**src/sv/ptcs_pkg.sv**
```systemverilog
`default_nettype none
package ptcs_pkg;
    localparam int MAX_ORDER_DEF = 31;
    localparam int QW = 48;
    localparam logic signed [QW-1:0] Q_MAX = 48'sh7FFF_FFFF_FFFF;
    localparam logic signed [QW-1:0] Q_MIN = 48'sh8000_0000_0000;
    localparam logic signed [QW-1:0] START_STEP = 48'sh0064_0000_0000;

    localparam logic [1:0] CFG_ITER = 2'd0;
    localparam logic [1:0] CFG_TOL  = 2'd1;
    localparam logic [1:0] CFG_LEN  = 2'd2;

    typedef struct packed {
        logic signed [QW-1:0] coef;
        logic                 last;
    } qent_t;

    typedef enum logic [3:0] {
        S_IDLE, S_INIT, S_DIV, S_ITER0, S_HRD, S_HMUL, S_HADD, S_NDIV, S_NUPD, S_DONE, S_OUT
    } bst_t;

    function automatic logic signed [QW-1:0] sat49(input logic signed [QW:0] x);
        if (x > $signed({1'b0, Q_MAX})) return Q_MAX;
        if (x < $signed({1'b1, Q_MIN})) return Q_MIN;
        return x[QW-1:0];
    endfunction
endpackage
`default_nettype wire

```
**src/sv/ptcs_front.sv**
```systemverilog
`default_nettype none
// Accepts coefficient words into a two-entry queue.
module ptcs_front
    import ptcs_pkg::*;
(
    input  wire logic                 clk,
    input  wire logic                 rst_n,
    input  wire logic                 in_valid,
    output logic                      in_stall,
    input  wire logic signed [QW-1:0] coefficient,
    input  wire logic                 is_last,
    output logic                      q_valid,
    output qent_t                     q_data,
    input  wire logic                 q_pop
);
    qent_t       mem_reg [2];
    logic        wp_reg, rp_reg;
    logic [1:0]  cnt_reg;
    logic        push;

    assign in_stall = (cnt_reg == 2'd2);
    assign push     = in_valid && !in_stall;
    assign q_valid  = (cnt_reg != 2'd0);
    assign q_data   = mem_reg[rp_reg];

    always_ff @(posedge clk)
    begin
        if (push)
            mem_reg[wp_reg] <= '{coef: coefficient, last: is_last};
    end

    always_ff @(posedge clk or negedge rst_n)
    begin
        if (!rst_n)
        begin
            wp_reg  <= 1'b0;
            rp_reg  <= 1'b0;
            cnt_reg <= '0;
        end
        else
        begin
            if (push)
                wp_reg <= !wp_reg;
            if (q_pop)
                rp_reg <= !rp_reg;
            cnt_reg <= cnt_reg + 2'(push) - 2'(q_pop);
        end
    end
endmodule
`default_nettype wire

```
**config.mk**
```make
export PLATFORM = sky130hd
export DESIGN_NAME = ptcs_front
export DESIGN_NICKNAME = d
export VERILOG_FILES = /design/src/sv/ptcs_pkg.sv /design/src/sv/ptcs_front.sv
export SDC_FILE = /design/constraint.sdc
export NUM_CORES = 1
export LEC_CHECK = 0
export BUFFER_PORTS_ARGS = -buffer_cell sky130_fd_sc_hd__buf_2
export CORE_UTILIZATION = 56
export DETAILED_ROUTE_END_ITERATION = 8
export PLACE_DENSITY = 0.91
export SLEW_MARGIN = 20
export SYNTH_ARGS = -nofsm -noshare
export SYNTH_HDL_FRONTEND = slang
export SYNTH_SLANG_ARGS = --single-unit
```
**constraint.sdc**
```tcl
create_clock -name clk -period 5.8 [get_ports clk]
set_input_delay 0 -clock clk [delete_from_list [all_inputs] [get_ports clk]]
set_output_delay 0 -clock clk [all_outputs]
set_load 0.05 [all_outputs]
```
==> results of run 1 <==
## layer usage
| layer | vias to the layer above | global-route usage (%) | wire [µm] |
|---|---|---|---|
| met5 | - | 0 | 0 |
| met4 | 0 | 7.73 | 79 |
| met3 | 8 | 5.05 | 352 |
| met2 | 70 | 35.7 | 3650 |
| met1 | 992 | 22.1 | 2790 |
| li1 | 981 | - | - |
## per-stage QoR
stage          total power [mW]  instances  hold slack (ns)  instance area (µm²)  util (%)
3_3_place_gp               2.34        364           -0.192                 4530      66.3
6_report                   2.80        432           0.0616                 5240      76.6
2_1_floorplan              2.21        170           -0.296                 3980         -
3_5_place_dp               2.37        364           -0.188                 4530      66.3
5_1_grt                    2.91        432           0.0763                 5240      76.6
4_1_cts                    2.81        432           0.0408                 5230      76.6
## worst paths after layout
kind | end | cells past startpoint | startpoint | slack (ns)
min in group asynchronous | cnt_reg[1] | 3 | rst_n | 0.55
setup / recovery | q_data[23] | 2 | rp_reg | 3.81
setup reg to reg | mem_reg[0][23] | 4 | cnt_reg[1] | 4.05
hold / removal | wp_reg | 3 | in_valid | 0.06
max in group asynchronous | rp_reg | 3 | rst_n | 5.05
hold reg to reg | cnt_reg[0] | 1 | cnt_reg[0] | 0.55
## cells in the mapped netlist, drive strengths merged
master  instances
edfxtp         98
mux2           49
buf             6
dfrtp           4
xnor2           3
ha              2
inv             2
and3            1
nand2           1
nand2b          1
nor2            1
or2             1
xor2            1
## cell families (layout without fill, tap and decap cells)
kind of cell	after synthesis	after routing	synth area share, %
flops	102	102	76.4
mux	49	49	18.5
buf+inv	8	174	2.98
simple gates	5	5	0.660
xor+xnor	4	4	0.880
fa+ha+maj	2	2	0.628
## where the power goes
group | leakage [nW] | switching, mW | internal [mW]
clock network | 0.0931 | 0.222 | 0.198
registers | 0.956 | 0.142 | 1.01
logic | 1.08 | 0.792 | 0.434
total | 2.13 | 1.16 | 1.64
## final cells by class
cell class / count / share of cell area (%)
Inverter: 2 / 0.143
Tap cell: 96 / 2.29
Timing Repair Buffer: 156 / 19.9
Multi-Input combinational cell: 60 / 15.9
Clock buffer: 11 / 2.51
Clock inverter: 5 / 1.00
Sequential cell: 102 / 58.2
## critical path, delay by kind of cell, from the launching register on
kind,cells,cell delay [ns]
buffers and inverters,1,0.21
DFF,1,1.05
muxes,1,0.36
## cell usage in the layout, fill, tap and decap left out
cell                            count
sky130_fd_sc_hd__clkbuf_1           2
sky130_fd_sc_hd__clkbuf_8           9
sky130_fd_sc_hd__dfrtp_1            3
sky130_fd_sc_hd__nand2b_1           1
sky130_fd_sc_hd__buf_4              1
sky130_fd_sc_hd__bufinv_16          1
sky130_fd_sc_hd__xor2_1             1
sky130_fd_sc_hd__edfxtp_1          98
sky130_fd_sc_hd__nor2_4             1
sky130_fd_sc_hd__xnor2_1            3
sky130_fd_sc_hd__clkinvlp_4         1
sky130_fd_sc_hd__dfrtp_4            1
sky130_fd_sc_hd__buf_2            103
sky130_fd_sc_hd__clkinv_2           3
sky130_fd_sc_hd__nand2_1            1
sky130_fd_sc_hd__dlygate4sd3_1     52
sky130_fd_sc_hd__ha_1               2
sky130_fd_sc_hd__mux2_4            49
sky130_fd_sc_hd__and3_4             1
sky130_fd_sc_hd__or2_2              1
sky130_fd_sc_hd__inv_1              2
==> PnR_summary.wiki, run 1 <==
{| class="wikitable"
! Metric !! Value
|-
| Outcome || finished, final reports clean
|-
| Max-cap check violation count || 0
|-
| Max reg flops || 98
|-
| Sum of overflow across all layers after global routing || 0
|-
| Area growth syn-to-layout || 31.4%
|-
| RD Place Congestion || 0.633
|-
| Worst setup path category || flop to output pin
|-
| TNS Setup || 0 ns
|-
| Post-route worst setup slack || 3.81 ns
|-
| Static leakage || 2.13 nW
|-
| Top fanout value on the critical path || 50
|-
| Cell count after synthesis || 170
|-
| Flip-flop and latch count after synthesis || 102
|-
| Kind of capture point of the worst setup path || output pin
|-
| Finish-stage setup viols || 0
|-
| H-tree depth reported by CTS || 3
|-
| Core Region || 6830 µm²
|-
| Die area || 7460 µm²
|-
| TritonCTS clock tree || built
|-
| Sequential cell area in the final layout || 3050 µm²
|-
| RSZ-0062 raised after global routing || false
|-
| Clock root buffer || sky130_fd_sc_hd__clkbuf_8
|-
| Average detailed-routed wire length per instance || 15.9 µm
|-
| Number of CTS-inserted buffers || 9
|-
| Slew @ Worst Pin || 0.925 ns
|-
| Antenna diode instance count || 0
|-
| Area fraction of the dominant cell type after synthesis || 73.9%
|-
| Portion of the post-synthesis area used by sequential elements || 76.4%
|-
| Worst-case setup slack after placement || 3.85 ns
|-
| Synth top area cells || sky130_fd_sc_hd__edfxtp_1 74%, sky130_fd_sc_hd__mux2_4 18%, sky130_fd_sc_hd__buf_12 2.5%
|-
| Slowest stage cell, crit path || sky130_fd_sc_hd__dfrtp_4
|-
| Number of different library cells in the post-synthesis netlist || 14
|-
| Starting density of the core || 58.3%
|-
| Synth Warn # || 0
|-
| Sequence of cells on the critical path || mux2_4, buf_2
|-
| Violation count after the first detailed-route iteration || 111
|-
| Iteration count of the initial detailed-routing pass || 4
|-
| Vias in the first global route || 2199
|-
| Cell Area, Synth || 3980 µm²
|-
| Total number of nets in the final design || 386
|-
| PwrDens || 534 nW/µm²
|-
| Worst clock skew || 0.0147 ns
|-
| Footprint of the multi-input gates || 835 µm²
|-
| Total DRC errors in the routed layout || 0
|-
| Clock-pin slew of the registers on the worst-case setup and hold paths || 0.08 ns
|-
| Library cell with the largest summed area after synthesis || sky130_fd_sc_hd__edfxtp_1
|-
| Worst Path Required || 5.80 ns
|-
| Skew-Pair Late Insertion Delay || 0.36 ns
|-
| Share of the cycle needed by the critical path after routing || 34.2%
|-
| Total clock sinks || 102
|-
| Final min period || 1.99 ns
|-
| Pins Over Slew Limit || 0
|-
| Horizontal extent of the die || 86.3 µm
|-
| Post-CTS setup buffer count || 0
|-
| Total track usage || 19.6%
|-
| Layout cell share with drive strength beyond 1 || 50.9%
|-
| Number of antenna violations at the first check in global routing || 0
|-
| Final hold violation count || 0
|-
| Max transition margin || 38.3%
|-
| Clock buffer depth || 2
|-
| Row count || 30
|-
| Wire length reported by the detailed router || 6870 µm
|-
| Remaining antenna violation count after routing || 0
|-
| Critical path data arrival time || 1.99 ns
|-
| Worst hold-check path type || primary input to flop
|-
| CTS-repair resized insts || 0
|-
| Nature of the critical path startpoint || flop
|-
| Average cell area after synthesis || 23.4 µm²
|-
| DR vias/cell || 4.75
|-
| Fillers || 395
|-
| Peak ir drop on the vdd network || 0.377 mV
|-
| Final HPWL DP || 3800 µm
|-
| Number of placed I/O pins || 104
|-
| Fmax || 0.504 GHz
|-
| Input/output buffers || 103
|-
| First-pass GRT wire length || 10500 µm
|-
| Cts-stage hold buffer count || 52
|-
| Delay of the slowest cell on the worst path || 1.05 ns
|-
| Pin count of the biggest net entering global routing || 51
|-
| Height of the die || 86.3 µm
|-
| Synthesized net count || 225
|-
| Total vias in the final route || 2051
|}
No activity file was read; power rests on OpenSTA's default activity.
==> run 2: changes to the inputs <==
--- a/config.mk
+++ b/config.mk
@@ -5,10 +5,11 @@
 export SDC_FILE = /design/constraint.sdc
 export NUM_CORES = 1
 export LEC_CHECK = 0
+export ABC_AREA = 1
 export BUFFER_PORTS_ARGS = -buffer_cell sky130_fd_sc_hd__buf_2
-export CORE_UTILIZATION = 56
+export CORE_UTILIZATION = 47
 export DETAILED_ROUTE_END_ITERATION = 8
-export PLACE_DENSITY = 0.91
+export PLACE_DENSITY = 0.82
 export SLEW_MARGIN = 20
 export SYNTH_ARGS = -nofsm -noshare
 export SYNTH_HDL_FRONTEND = slang
==> constraint.sdc (replaced) <==
create_clock -name clk -period 1.65 [get_ports clk]
set_input_delay 0 -clock clk [delete_from_list [all_inputs] [get_ports clk]]
set_output_delay 0 -clock clk [all_outputs]
set_load 0.05 [all_outputs]
==> run 2 against run 1 <==
Compared with the run above: final area grew 3.5%; sequential share of layout area is 2.0 points lower; cell count grew 29%; highest routed layer unchanged; worst setup slack lost 3.8 ns; synthesized cell count increased by 67%; clock power rose to 4.0 times the previous value; combinational power grew to 4.2 times the previous value; critical path type unchanged; largest power group unchanged; critical path depth grew 1; clock skew is 0.0050 ns lower; count of clock-buffer cells in the layout fell by 2; non-clock buffer count up 10; core utilization down 7.9 points.
==> PnR_summary.wiki, run 2 <==
{| class="wikitable"
! Metric !! Value
|-
| Horizontal extent of the die || 93.4 µm (+8.2%)
|-
| Non-filler instance count after layout || 557 (+29%)
|-
| Number of enable-type register cells in the synthesized netlist || 98 (unchanged)
|-
| Most frequent cell after synthesis || sky130_fd_sc_hd__edfxtp_1
|-
| Synth top area cells || sky130_fd_sc_hd__edfxtp_1 75%, sky130_fd_sc_hd__inv_1 5.4%, sky130_fd_sc_hd__o21ai_0 5.0%
|-
| Fmax || 0.612 GHz
|-
| Portion of the post-synthesis area used by sequential elements || 77.5% (+1.1 points)
|-
| Worst setup path category || flop to output pin
|-
| Ys flop type || sky130_fd_sc_hd__edfxtp_1
|-
| Worst hold-check path type || primary input to flop
|-
| Remaining antenna violation count after routing || 0 (unchanged)
|-
| Fillers || 565 (+43%)
|-
| Most common library cell in the layout ignoring fill and taps || sky130_fd_sc_hd__edfxtp_1
|-
| Number of different library cells in the post-synthesis netlist || 16 (+2)
|-
| Sum of overflow across all layers after global routing || 0 (unchanged)
|-
| Area fraction of the dominant cell type after synthesis || 74.9% (+1.0 points)
|-
| Worst clock skew || 0.00974 ns (-0.00499 ns)
|-
| Iteration count of the initial detailed-routing pass || 6 (+2)
|-
| Share of the cycle needed by the critical path after routing || 99.1%
|-
| Reg-to-reg critical path startpoint || cnt_reg[0]
|-
| Total number of nets in the final design || 505 (+31%)
|-
| Height of the die || 93.4 µm (+8.2%)
|-
| Commonest cells after routing, fill and taps aside || 98 x sky130_fd_sc_hd__edfxtp_1, 85 x sky130_fd_sc_hd__buf_2, 55 x sky130_fd_sc_hd__inv_1
|-
| RSZ-0062 raised after global routing || true
|-
| Total DRC errors in the routed layout || 0 (unchanged)
|-
| PwrDens || 1950 nW/µm² (+270%)
|-
| DR vias/cell || 4.69 (-1.2%)
|-
| Clock-pin slew of the registers on the worst-case setup and hold paths || 0.09 ns (about the same)
|-
| Static leakage || 2.33 nW (+9.2%)
|-
| Pin count of the biggest net entering global routing || 37 (-27%)
|-
| Worst-case setup slack after placement || 0.283 ns (-3.57 ns)
|-
| Vias in the first global route || 2716 (+24%)
|-
| TNS Setup || 0 ns (unchanged)
|-
| Wire length reported by the detailed router || 8000 µm (+16%)
|-
| H-tree depth reported by CTS || 3 (unchanged)
|-
| Pins Over Slew Limit || 0 (unchanged)
|-
| Clock buffer depth || 2 (unchanged)
|-
| Final min period || 1.64 ns
|-
| Max reg flops || 98 (unchanged)
|-
| Number of placed I/O pins || 104 (unchanged)
|-
| Core Region || 7890 µm² (+15%)
|-
| Die area || 8730 µm² (+17%)
|-
| Library cell with the largest summed area after synthesis || sky130_fd_sc_hd__edfxtp_1
|-
| Nature of the critical path startpoint || flop
|-
| First-pass GRT wire length || 12400 µm (+18%)
|-
| Synth Warn # || 0 (unchanged)
|-
| Cell total after placement || 486 (+34%)
|-
| Outcome || finished, final reports clean
|-
| Async set-reset flop share out of synthesis || 3.92% (unchanged)
|-
| Final HPWL DP || 4680 µm (+23%)
|-
| Flip-flop and latch count after synthesis || 102 (unchanged)
|-
| Area growth syn-to-layout || 38.0%
|-
| RD Place Congestion || 0.785 (+24%)
|-
| Finish-stage setup viols || 0 (unchanged)
|-
| Top fanout value on the critical path || 18 (-64%)
|-
| Skew-Pair Late Insertion Delay || 0.35 ns (about the same)
|-
| Total clock sinks || 102 (unchanged)
|-
| Kind of capture point of the worst setup path || output pin
|-
| Cell count after synthesis || 284 (+67%)
|-
| Violation count after the first detailed-route iteration || 145 (+31%)
|-
| Worst Path Required || 1.65 ns (-4.15 ns)
|-
| Post-route worst setup slack || 0.0149 ns (-3.80 ns)
|-
| Number of antenna violations at the first check in global routing || 0 (unchanged)
|-
| Number of CTS-inserted buffers || 9 (unchanged)
|-
| Overall power || 10.6 mW (+280%)
|-
| Start point of the worst min-delay path || coefficient[29]
|-
| Total vias in the final route || 2614 (+27%)
|-
| Max transition margin || 81.3% (+43 points)
|-
| Max-cap check violation count || 0 (unchanged)
|-
| Cell Area, Synth || 3930 µm² (-1.4%)
|-
| Hold_ws || 0.362 ns (+0.300 ns)
|-
| Average cell area after synthesis || 13.8 µm² (-41%)
|-
| Slew @ Worst Pin || 0.280 ns (-0.645 ns)
|-
| Peak ir drop on the vdd network || 0.988 mV (+160%)
|-
| TritonCTS clock tree || built
|-
| Total track usage || 19.3% (-0.35 points)
|-
| Row count || 32 (+6.7%)
|-
| Starting density of the core || 49.8% (-8.5 points)
|-
| Start point of the critical path || rp_reg
|-
| Antenna diode instance count || 0 (unchanged)
|-
| Commonest cells in the synthesized netlist || 98 x sky130_fd_sc_hd__edfxtp_1, 57 x sky130_fd_sc_hd__inv_1, 49 x sky130_fd_sc_hd__nand2_1
|-
| Critical path data arrival time || 1.64 ns (-0.35 ns)
|-
| Input/output buffers || 103 (unchanged)
|-
| Final hold violation count || 0 (unchanged)
|-
| Clock root buffer || sky130_fd_sc_hd__clkbuf_8
|-
| Synthesized net count || 339 (+51%)
|-
| Average detailed-routed wire length per instance || 14.4 µm (-9.7%)
|-
| Layout cell share with drive strength beyond 1 || 34.1% (-17 points)
|}
-- run 2: cell types whose count changed after synthesis, moves of 3 or more --
| cell | before | now |
|---|---|---|
| sky130_fd_sc_hd__buf_12 | 5 | 1 |
| sky130_fd_sc_hd__buf_2 | 0 | 6 |
| sky130_fd_sc_hd__inv_1 | 2 | 57 |
| sky130_fd_sc_hd__mux2_4 | 49 | 0 |
| sky130_fd_sc_hd__nand2_1 | 1 | 49 |
| sky130_fd_sc_hd__nand2_2 | 0 | 10 |
| sky130_fd_sc_hd__o21ai_0 | 0 | 39 |
| sky130_fd_sc_hd__o21ai_2 | 0 | 10 |
| sky130_fd_sc_hd__xnor2_1 | 3 | 0 |
-- run 2: timing repair --
item | CTS | global route
endpoints found under the hold margin | 104 | 0
setup buffers | 0 | 2
resized for setup | 9 | 18
setup endpoints to repair | 8 | 24
hold buffers | 53 | 0
-- run 2: final cells by class --
type / count / area (µm²) / area share (%)
Clock buffer: 9 / 124 / 2.28
Clock inverter: 7 / 95.1 / 1.75
Timing Repair Buffer: 166 / 1220 / 22.4
Inverter: 57 / 218 / 4.02
Tap cell: 102 / 128 / 2.35
Sequential cell: 102 / 3050 / 56.2
Multi-Input combinational cell: 114 / 594 / 11.0
-- run 2: layer usage --
metal	GRT usage, %	share of wire, %	up-vias
met5	0	0	-
met4	8.59	1.9	0
met3	3.58	4.2	16
met2	35.3	54	83
met1	21.8	40	1236
li1	-	-	1279
-- run 2: cells by family (layout without fill, tap and decap cells) --
| group | count (synthesis) | in the layout | synth area share (%) |
|---|---|---|---|
| AOI/OAI and AO/OA | 49 | 49 | 7.20 |
| xor gates and xnor gates | 1 | 1 | 0.223 |
| adders and majority gates | 2 | 2 | 0.637 |
| buffers and inverters | 68 | 239 | 7.87 |
| DFF | 102 | 102 | 77.5 |
| and+or+nand+nor | 62 | 62 | 6.62 |
-- run 2: metrics by stage --
step	area [µm²]	utilization [%]
floorplan	3950	-
global placement	4610	58.5
detailed placement	4610	58.5
CTS	5380	68.2
global route	5420	68.7
finish	5420	68.7
-- run 2: worst paths after layout --
path,endpoint,slack (ns),depth (start not counted)
max,q_data[12],0.01,3
min,mem_reg[0][30],0.36,2
max reg2reg,mem_reg[1][17],0.26,5
min reg2reg,wp_reg,0.50,2
max in group asynchronous,rp_reg,0.91,3
min in group asynchronous,cnt_reg[0],0.54,3
-- run 2: worst max-delay path: stages, from the launching register on --
cell and delay [ns]:
sky130_fd_sc_hd__dfrtp_4 0.57, sky130_fd_sc_hd__buf_4 0.22, sky130_fd_sc_hd__o21ai_0 0.24, sky130_fd_sc_hd__buf_4 0.25
-- run 2: where the power goes --
group | internal (mW) | switching [mW] | leakage, nW | total, mW
Sequential | 3.53 | 0.207 | 0.958 | 3.74
Combinational | 1.30 | 3.83 | 1.26 | 5.13
Clock | 0.863 | 0.837 | 0.112 | 1.70
